File: src/rtl/twsmc_pkg.sv
// Shared types, constants and helper functions for the two-wire sensor controller.
`default_nettype none
package twsmc_pkg;

  typedef enum logic [4:0] {
    PH_IDLE   = 5'd0,
    PH_CLK_HI = 5'd1,
    PH_CLK_LO = 5'd2,
    PH_RTS    = 5'd3,
    PH_MTS    = 5'd4,
    PH_WR_LO  = 5'd5,
    PH_WR_HI  = 5'd6,
    PH_WA_LO  = 5'd7,
    PH_WA_HI  = 5'd8,
    PH_WAIT   = 5'd9,
    PH_RD_LO  = 5'd10,
    PH_RD_HI  = 5'd11,
    PH_RA_LO  = 5'd12,
    PH_RA_HI  = 5'd13,
    PH_FIN_M  = 5'd14,
    PH_FIN_R  = 5'd15
  } phase_t;

  typedef enum logic [1:0] {
    ACT_TICK  = 2'd0,
    ACT_MEAS  = 2'd1,
    ACT_RESET = 2'd2
  } action_t;

  localparam logic [7:0]  CMD_TEMP      = 8'h03;
  localparam logic [7:0]  CMD_HUMID     = 8'h05;
  localparam logic [7:0]  SEED_TEMP     = 8'h53;
  localparam logic [7:0]  SEED_HUMID    = 8'hf5;
  localparam logic [7:0]  CRC_POLY      = 8'h31;
  localparam logic [15:0] WAIT_LIMIT_RST = 16'hffff;
  localparam logic [3:0]  RESET_CLOCKS  = 4'd9;
  localparam logic [3:0]  START_STEPS   = 4'd7;
  localparam logic [3:0]  BYTE_BITS     = 4'd8;

  // Start condition waveform, one entry per sub-step (index 6 is the first step).
  localparam logic [6:0] START_DATA = 7'b1100011;
  localparam logic [6:0] START_SCK  = 7'b0110110;

  function automatic logic [7:0] crc_step(input logic [7:0] crc, input logic bit_in);
    logic fb;
    logic [7:0] nxt;
    fb  = bit_in ^ crc[7];
    nxt = {crc[6:0], 1'b0};
    if (fb) nxt = nxt ^ CRC_POLY;
    return nxt;
  endfunction

  function automatic logic [7:0] reverse8(input logic [7:0] v);
    logic [7:0] r;
    for (int k = 0; k < 8; k++) r[k] = v[7 - k];
    return r;
  endfunction

endpackage
`default_nettype wire

File: src/rtl/two_wire_sensor_measure_controller.sv
// Top level of the two-wire sensor bus sequencer with measurement read and CRC check.
// A request's result is registered when the request is accepted and is valid from the next cycle.
// One request per cycle while the output is not stalled; the whole phase update is one registered step.
// The result register is refilled in the cycle it is taken, so a stalled output only
// holds off new requests while its own result is still waiting.
// Reset (synchronous, active low) returns the sequencer to idle, clears all counters,
// empties the result register and sets the wait limit to its maximum.
`default_nettype none
module two_wire_sensor_measure_controller (
  input  wire         clk,
  input  wire         rst_n,
  input  wire         cfg_wr_en,
  input  wire  [15:0] cfg_wr_data,
  input  wire         in_valid,
  output logic        in_ready,
  input  wire  [1:0]  in_action,
  input  wire         in_mode,
  input  wire         in_data_in,
  output logic        out_valid,
  input  wire         out_ready,
  output logic        out_sck,
  output logic        out_data_out,
  output logic        out_busy_res,
  output logic        out_done_res,
  output logic [15:0] out_raw_value,
  output logic [7:0]  out_checksum_byte,
  output logic        out_crc_ok,
  output logic [1:0]  out_error_count
);

  twsmc_pkg::phase_t phase_r, phase_nxt;
  logic [3:0]  bit_cnt_r, bit_cnt_nxt;
  logic [1:0]  byte_idx_r, byte_idx_nxt;
  logic [7:0]  shift_r, shift_nxt;
  logic [15:0] value_r, value_nxt;
  logic [7:0]  check_r, check_nxt;
  logic [7:0]  crc_r, crc_nxt;
  logic [15:0] wait_cnt_r, wait_cnt_nxt;
  logic [1:0]  err_r, err_nxt;
  logic        mode_r, mode_nxt;
  logic [15:0] wait_limit_r;

  logic        out_valid_r;
  logic        sck_r, dout_r, busy_r, done_r, ok_r;
  logic [15:0] rv_r;
  logic [7:0]  cb_r;
  logic [1:0]  ec_r;

  logic        sck_c, dout_c, busy_c, done_c, ok_c;
  logic [15:0] rv_c;
  logic [7:0]  cb_c;
  logic [1:0]  ec_c;
  logic [15:0] lim;
  logic [2:0]  step;
  logic        accept;

  assign in_ready = !out_valid_r || out_ready;
  assign accept   = in_valid && in_ready;
  assign lim      = (wait_limit_r == 16'd0) ? 16'd1 : wait_limit_r;

  always_comb begin
    phase_nxt    = phase_r;
    bit_cnt_nxt  = bit_cnt_r;
    byte_idx_nxt = byte_idx_r;
    shift_nxt    = shift_r;
    value_nxt    = value_r;
    check_nxt    = check_r;
    crc_nxt      = crc_r;
    wait_cnt_nxt = wait_cnt_r;
    err_nxt      = err_r;
    mode_nxt     = mode_r;
    sck_c  = 1'b0;
    dout_c = 1'b1;
    busy_c = 1'b1;
    done_c = 1'b0;
    ok_c   = 1'b0;
    rv_c   = 16'd0;
    cb_c   = 8'd0;
    ec_c   = 2'd0;
    step   = 3'd0;

    // A start request from idle also runs the first phase in the same request.
    if (phase_r == twsmc_pkg::PH_IDLE) begin
      if (in_action == twsmc_pkg::ACT_MEAS) begin
        mode_nxt     = in_mode;
        err_nxt      = 2'd0;
        value_nxt    = 16'd0;
        check_nxt    = 8'd0;
        crc_nxt      = in_mode ? twsmc_pkg::SEED_HUMID : twsmc_pkg::SEED_TEMP;
        shift_nxt    = in_mode ? twsmc_pkg::CMD_HUMID : twsmc_pkg::CMD_TEMP;
        bit_cnt_nxt  = 4'd0;
        byte_idx_nxt = 2'd0;
        wait_cnt_nxt = 16'd0;
        phase_nxt    = twsmc_pkg::PH_MTS;
      end else if (in_action == twsmc_pkg::ACT_RESET) begin
        bit_cnt_nxt = 4'd0;
        phase_nxt   = twsmc_pkg::PH_CLK_HI;
      end
    end

    case (phase_nxt)
      twsmc_pkg::PH_IDLE: begin
        busy_c = 1'b0;
      end
      twsmc_pkg::PH_CLK_HI: begin
        sck_c     = 1'b1;
        phase_nxt = twsmc_pkg::PH_CLK_LO;
      end
      twsmc_pkg::PH_CLK_LO: begin
        bit_cnt_nxt = bit_cnt_nxt + 4'd1;
        if (bit_cnt_nxt >= twsmc_pkg::RESET_CLOCKS) begin
          bit_cnt_nxt = 4'd0;
          phase_nxt   = twsmc_pkg::PH_RTS;
        end else begin
          phase_nxt = twsmc_pkg::PH_CLK_HI;
        end
      end
      twsmc_pkg::PH_RTS, twsmc_pkg::PH_MTS: begin
        step   = (bit_cnt_nxt < twsmc_pkg::START_STEPS) ? bit_cnt_nxt[2:0] : 3'd6;
        sck_c  = twsmc_pkg::START_SCK[3'd6 - step];
        dout_c = twsmc_pkg::START_DATA[3'd6 - step];
        bit_cnt_nxt = {1'b0, step} + 4'd1;
        if (bit_cnt_nxt >= twsmc_pkg::START_STEPS) begin
          bit_cnt_nxt = 4'd0;
          phase_nxt   = (phase_nxt == twsmc_pkg::PH_RTS) ? twsmc_pkg::PH_FIN_R
                                                         : twsmc_pkg::PH_WR_LO;
        end
      end
      twsmc_pkg::PH_WR_LO: begin
        dout_c    = shift_nxt[7];
        phase_nxt = twsmc_pkg::PH_WR_HI;
      end
      twsmc_pkg::PH_WR_HI: begin
        sck_c       = 1'b1;
        dout_c      = shift_nxt[7];
        shift_nxt   = {shift_nxt[6:0], 1'b0};
        bit_cnt_nxt = bit_cnt_nxt + 4'd1;
        if (bit_cnt_nxt >= twsmc_pkg::BYTE_BITS) begin
          bit_cnt_nxt = 4'd0;
          phase_nxt   = twsmc_pkg::PH_WA_LO;
        end else begin
          phase_nxt = twsmc_pkg::PH_WR_LO;
        end
      end
      twsmc_pkg::PH_WA_LO: begin
        phase_nxt = twsmc_pkg::PH_WA_HI;
      end
      twsmc_pkg::PH_WA_HI: begin
        sck_c = 1'b1;
        if (in_data_in) err_nxt = err_nxt + 2'd1;
        wait_cnt_nxt = 16'd0;
        phase_nxt    = twsmc_pkg::PH_WAIT;
      end
      twsmc_pkg::PH_WAIT: begin
        if (!in_data_in) begin
          phase_nxt = twsmc_pkg::PH_RD_LO;
        end else begin
          wait_cnt_nxt = wait_cnt_nxt + 16'd1;
          // On timeout the read goes ahead anyway with one error counted.
          if (wait_cnt_nxt >= lim) begin
            err_nxt   = err_nxt + 2'd1;
            phase_nxt = twsmc_pkg::PH_RD_LO;
          end
        end
        if (phase_nxt == twsmc_pkg::PH_RD_LO) begin
          bit_cnt_nxt  = 4'd0;
          byte_idx_nxt = 2'd0;
          shift_nxt    = 8'd0;
        end
      end
      twsmc_pkg::PH_RD_LO: begin
        phase_nxt = twsmc_pkg::PH_RD_HI;
      end
      twsmc_pkg::PH_RD_HI: begin
        sck_c     = 1'b1;
        shift_nxt = {shift_nxt[6:0], in_data_in};
        if (byte_idx_nxt < 2'd2) crc_nxt = twsmc_pkg::crc_step(crc_nxt, in_data_in);
        bit_cnt_nxt = bit_cnt_nxt + 4'd1;
        if (bit_cnt_nxt >= twsmc_pkg::BYTE_BITS) begin
          bit_cnt_nxt = 4'd0;
          phase_nxt   = twsmc_pkg::PH_RA_LO;
        end else begin
          phase_nxt = twsmc_pkg::PH_RD_LO;
        end
      end
      twsmc_pkg::PH_RA_LO: begin
        dout_c = (byte_idx_nxt < 2'd2) ? 1'b0 : 1'b1;
        if (byte_idx_nxt == 2'd0)      value_nxt = {shift_nxt, value_nxt[7:0]};
        else if (byte_idx_nxt == 2'd1) value_nxt = {value_nxt[15:8], shift_nxt};
        else                           check_nxt = shift_nxt;
        phase_nxt = twsmc_pkg::PH_RA_HI;
      end
      twsmc_pkg::PH_RA_HI: begin
        dout_c = (byte_idx_nxt < 2'd2) ? 1'b0 : 1'b1;
        sck_c  = 1'b1;
        if (byte_idx_nxt >= 2'd2) begin
          phase_nxt = twsmc_pkg::PH_FIN_M;
        end else begin
          byte_idx_nxt = byte_idx_nxt + 2'd1;
          bit_cnt_nxt  = 4'd0;
          shift_nxt    = 8'd0;
          phase_nxt    = twsmc_pkg::PH_RD_LO;
        end
      end
      twsmc_pkg::PH_FIN_M: begin
        ok_c = (twsmc_pkg::reverse8(crc_nxt) == check_nxt);
        if (!ok_c) err_nxt = err_nxt + 2'd1;
        rv_c      = value_nxt;
        cb_c      = check_nxt;
        ec_c      = err_nxt;
        busy_c    = 1'b0;
        done_c    = 1'b1;
        phase_nxt = twsmc_pkg::PH_IDLE;
      end
      twsmc_pkg::PH_FIN_R: begin
        busy_c    = 1'b0;
        done_c    = 1'b1;
        phase_nxt = twsmc_pkg::PH_IDLE;
      end
      default: begin
        busy_c    = 1'b0;
        phase_nxt = twsmc_pkg::PH_IDLE;
      end
    endcase
  end

  always_ff @(posedge clk) begin
    if (!rst_n) begin
      phase_r      <= twsmc_pkg::PH_IDLE;
      bit_cnt_r    <= 4'd0;
      byte_idx_r   <= 2'd0;
      shift_r      <= 8'd0;
      value_r      <= 16'd0;
      check_r      <= 8'd0;
      crc_r        <= 8'd0;
      wait_cnt_r   <= 16'd0;
      err_r        <= 2'd0;
      mode_r       <= 1'b0;
      wait_limit_r <= twsmc_pkg::WAIT_LIMIT_RST;
      out_valid_r  <= 1'b0;
    end else begin
      if (cfg_wr_en) wait_limit_r <= cfg_wr_data;
      if (accept) begin
        phase_r    <= phase_nxt;
        bit_cnt_r  <= bit_cnt_nxt;
        byte_idx_r <= byte_idx_nxt;
        shift_r    <= shift_nxt;
        value_r    <= value_nxt;
        check_r    <= check_nxt;
        crc_r      <= crc_nxt;
        wait_cnt_r <= wait_cnt_nxt;
        err_r      <= err_nxt;
        mode_r     <= mode_nxt;
      end
      if (accept)         out_valid_r <= 1'b1;
      else if (out_ready) out_valid_r <= 1'b0;
    end
  end

  // Result payload needs no reset; it is loaded with every accepted request.
  always_ff @(posedge clk) begin
    if (accept) begin
      sck_r  <= sck_c;
      dout_r <= dout_c;
      busy_r <= busy_c;
      done_r <= done_c;
      ok_r   <= ok_c;
      rv_r   <= rv_c;
      cb_r   <= cb_c;
      ec_r   <= ec_c;
    end
  end

  assign out_valid         = out_valid_r;
  assign out_sck           = sck_r;
  assign out_data_out      = dout_r;
  assign out_busy_res      = busy_r;
  assign out_done_res      = done_r;
  assign out_raw_value     = rv_r;
  assign out_checksum_byte = cb_r;
  assign out_crc_ok        = ok_r;
  assign out_error_count   = ec_r;

endmodule
`default_nettype wire

File: config.mk
export PLATFORM = sky130hd
export DESIGN_NAME = two_wire_sensor_measure_controller
export DESIGN_NICKNAME = d
export VERILOG_FILES = /design/src/rtl/twsmc_pkg.sv /design/src/rtl/two_wire_sensor_measure_controller.sv
export SDC_FILE = /design/constraint.sdc
export NUM_CORES = 1
export LEC_CHECK = 0
export BUFFER_PORTS_ARGS = -buffer_cell sky130_fd_sc_hd__buf_2
export CORE_MARGIN = 3
export CORE_UTILIZATION = 60
export DETAILED_ROUTE_END_ITERATION = 8
export PLACE_DENSITY = 0.82
export SYNTH_ARGS = -nofsm -noshare
export SYNTH_HDL_FRONTEND = slang
export SYNTH_SLANG_ARGS = --single-unit
File: constraint.sdc
create_clock -name clk -period 7.85 [get_ports clk]
set_input_delay 0.3925 -clock clk [delete_from_list [all_inputs] [get_ports clk]]
set_output_delay 0.3925 -clock clk [all_outputs]
set_load 0.005 [all_outputs]
==> run metrics <==
Residual DRC 0; I/O Buffers 57; chip width between 100 and 150 microns; P&R area growth vs syn 14.1%; Setup Slack @ Placement between 2 and 3 ns; register area 0.00265 sq mm; post-synthesis sequential area ratio 0.415; most common cell after layout, fill and taps aside nor2_1; Filler cells 802; Seq cells post-synth approximately 120; R2R setup slack about 2.4 ns; standby leakage power just under 3 nW; post-CTS setup buffers 0; routed via count about 6000; Layout Skew roughly 0.0084 ns; Slew HR 0.300; die area around 0.012 sq mm; Final Max Slew Viols 0; CTS Buffer Depth 2; synthesized area roughly 0.0064 sq mm; vias in the first global route approximately 5500; Layout Nets 840; crit path capture type flop; Core Footprint 0.0103 sq mm; number of synthesized flops with an enable pin 31; gp weighted congestion ~0.95; Worst VDD drop ~0.21 mV; Setup violations, final 0; ys async rst share 0; Worst setup SP type flop; Final period util 0.697; Yosys top cell area share 0.270; status completed; hpwl dp about 11 mm; Post-Syn Instances around 760; setup slack after layout between 2 and 2.5 ns; fmax roughly 180 MHz; fraction of layout instances using a drive strength above 1 0.144; CTS Buf Count 17; unrepaired setup endpoints after global routing false; top post-synthesis cells by area dfxtp_1 27%, edfxtp_1 15%, nor2_1 5.2%; total power between 0.0015 and 0.002 W; Synth warnings 0; pin count of the biggest net entering global routing 62; CTS HTree Levels 4; die height around 110 microns; mean post-synth cell area around 8.4 sq um; # diodes 0; count of final hold-check violations 0; MaxCap Viol Count 0; Sink Count between 100 and 150; most area-hungry cell type in the Yosys netlist dfxtp_1; dominant synthesized flop cell dfxtp_1; crit path time final approximately 5.5 ns; Initial Utilization 0.618; clk slew on worst S/H paths 0.06 ns; Total GRT Usage 0.287; CTS resizes 0; power density cells 213 mW/mm^2; Mapped Nets ~800; I/O Pins 58; footprint of the multi-input gates 0.00342 sq mm; CTS tree yes; Worst-Margin Slew about 1.0 ns; Root Driver clkbuf_8; post-synth cell types 67; Routed WL per cell 17.7 microns; violation count after the first detailed-route iteration ~560; row cnt 37; Vias/cell approximately 6.3; Detailed Routing Iterations Pass 1 5; gr ovfl total 0; HP Class in -> reg; drt total wl approximately 17 mm; post-route ant nets 0; Data arrival, critical path about 6 ns; Setup TNS 0 ns; Skew-Pair Late Insertion Delay 0.53 ns; most frequent cells in the layout 88 x nor2_1, 86 x dfxtp_1, 77 x nand2_1; first-pass GRT wire length 26.8 mm; critical-path maximum fanout 27; WS Path Type reg -> reg; # hold bufs at CTS 0; antenna violations before repair 0; CP Data Required Time 8.23 ns
## flip-flops by register name (all words and copies together), names as in the netlist
register           count
out_busy_res           1
phase_r                5
wait_cnt_r            16
out_crc_ok             1
wait_limit_r          16
out_checksum_byte      8
out_raw_value         16
check_r                8
byte_idx_r             2
out_valid              1
value_r               16
out_data_out           1
out_done_res           1
shift_r                8
out_error_count        2
bit_cnt_r              4
crc_r                  8
err_r                  2
out_sck                1
## cell usage after synthesis (10+ instances only)
cell type and instances:
xor2_1 17, a21oi_1 59, xnor2_1 15, o211ai_1 16, clkbuf_1 33, a211oi_1 15, nor3_1 23, a31oi_1 10
nand3_1 19, o21ai_0 41, dfxtp_1 86, nor2_1 88, and2_1 30, a22oi_1 30, ha_1 22, inv_1 27
nand2_1 77, edfxtp_1 31
## kinds of logic (layout without fill, tap and decap cells)
logic type / after synthesis / in the layout / share of synthesized area
AO/OA/AOI/OAI: 216 / 216 / 0.224
multiplexers: 3 / 3 / 0.00490
flip-flops: 117 / 117 / 0.415
XOR/XNOR: 32 / 32 / 0.0439
AND/OR/NAND/NOR: 291 / 291 / 0.218
adder cells (fa/ha/maj): 22 / 22 / 0.0431
buffers and inverters: 76 / 125 / 0.0502
## final timing paths
| check | startpoint | cells past startpoint | end |
|---|---|---|---|
| setup / recovery | phase_r[0]$_SDFFE_PN0P_ | 17 | bit_cnt_r[1]$_SDFFE_PN0P_ |
| hold / removal | cfg_wr_data[6] | 3 | wait_limit_r[6]$_SDFFE_PN1P_ |
| setup reg to reg | phase_r[0]$_SDFFE_PN0P_ | 17 | bit_cnt_r[1]$_SDFFE_PN0P_ |
| hold reg to reg | value_r[8]$_SDFFE_PN0P_ | 2 | value_r[8]$_SDFFE_PN0P_ |
## cell type report
class                      instances  share of cell area
timing repair buffer              64              0.0460
sequential                       117               0.364
clock buffer                      17              0.0569
tap                              136              0.0234
multi-input combinational        564               0.470
clock inverter                    15              0.0246
inverter                          29              0.0149
## report_power, final
part	switching, W	internal [W]
registers	0.0000142	0.000638
logic	0.0000811	0.0000423
clock network	0.000294	0.000485
total	0.000389	0.00117
## per-stage QoR
step	utilization	std cells	hold WS, ns	instance area [sq um]
after CTS	0.704	941	0.0719	7270
after global placement	0.647	909	0.439	6680
after floorplan	-	757	0.427	6380
after detailed placement	0.647	909	0.451	6680
final	0.705	942	0.0791	7280
after global routing	0.705	942	0.0866	7280
## worst max-delay path, stage by stage, from the launching register on
cell and delay (ns):
dfxtp_1 0.85, or4_4 0.35, or3_1 0.12, buf_4 0.31, and2_1 0.21, ha_1 0.26
nand2_1 0.20, nor4_1 0.63, xnor2_1 0.20, nor2_1 0.06, ha_1 0.29, nand2_1 0.08
nor4_1 0.38, o311ai_0 0.23, nand3_1 0.37, o21ai_0 0.28, a221oi_1 0.40, nor2_1 0.07
## routing by layer
layer | GRT usage | wire [microns]
met2 | 0.493 | 8280
met4 | 0.140 | 533
met3 | 0.0604 | 1080
met1 | 0.340 | 6820
met5 | 0 | 0
(Power assumes the default switching activity.)
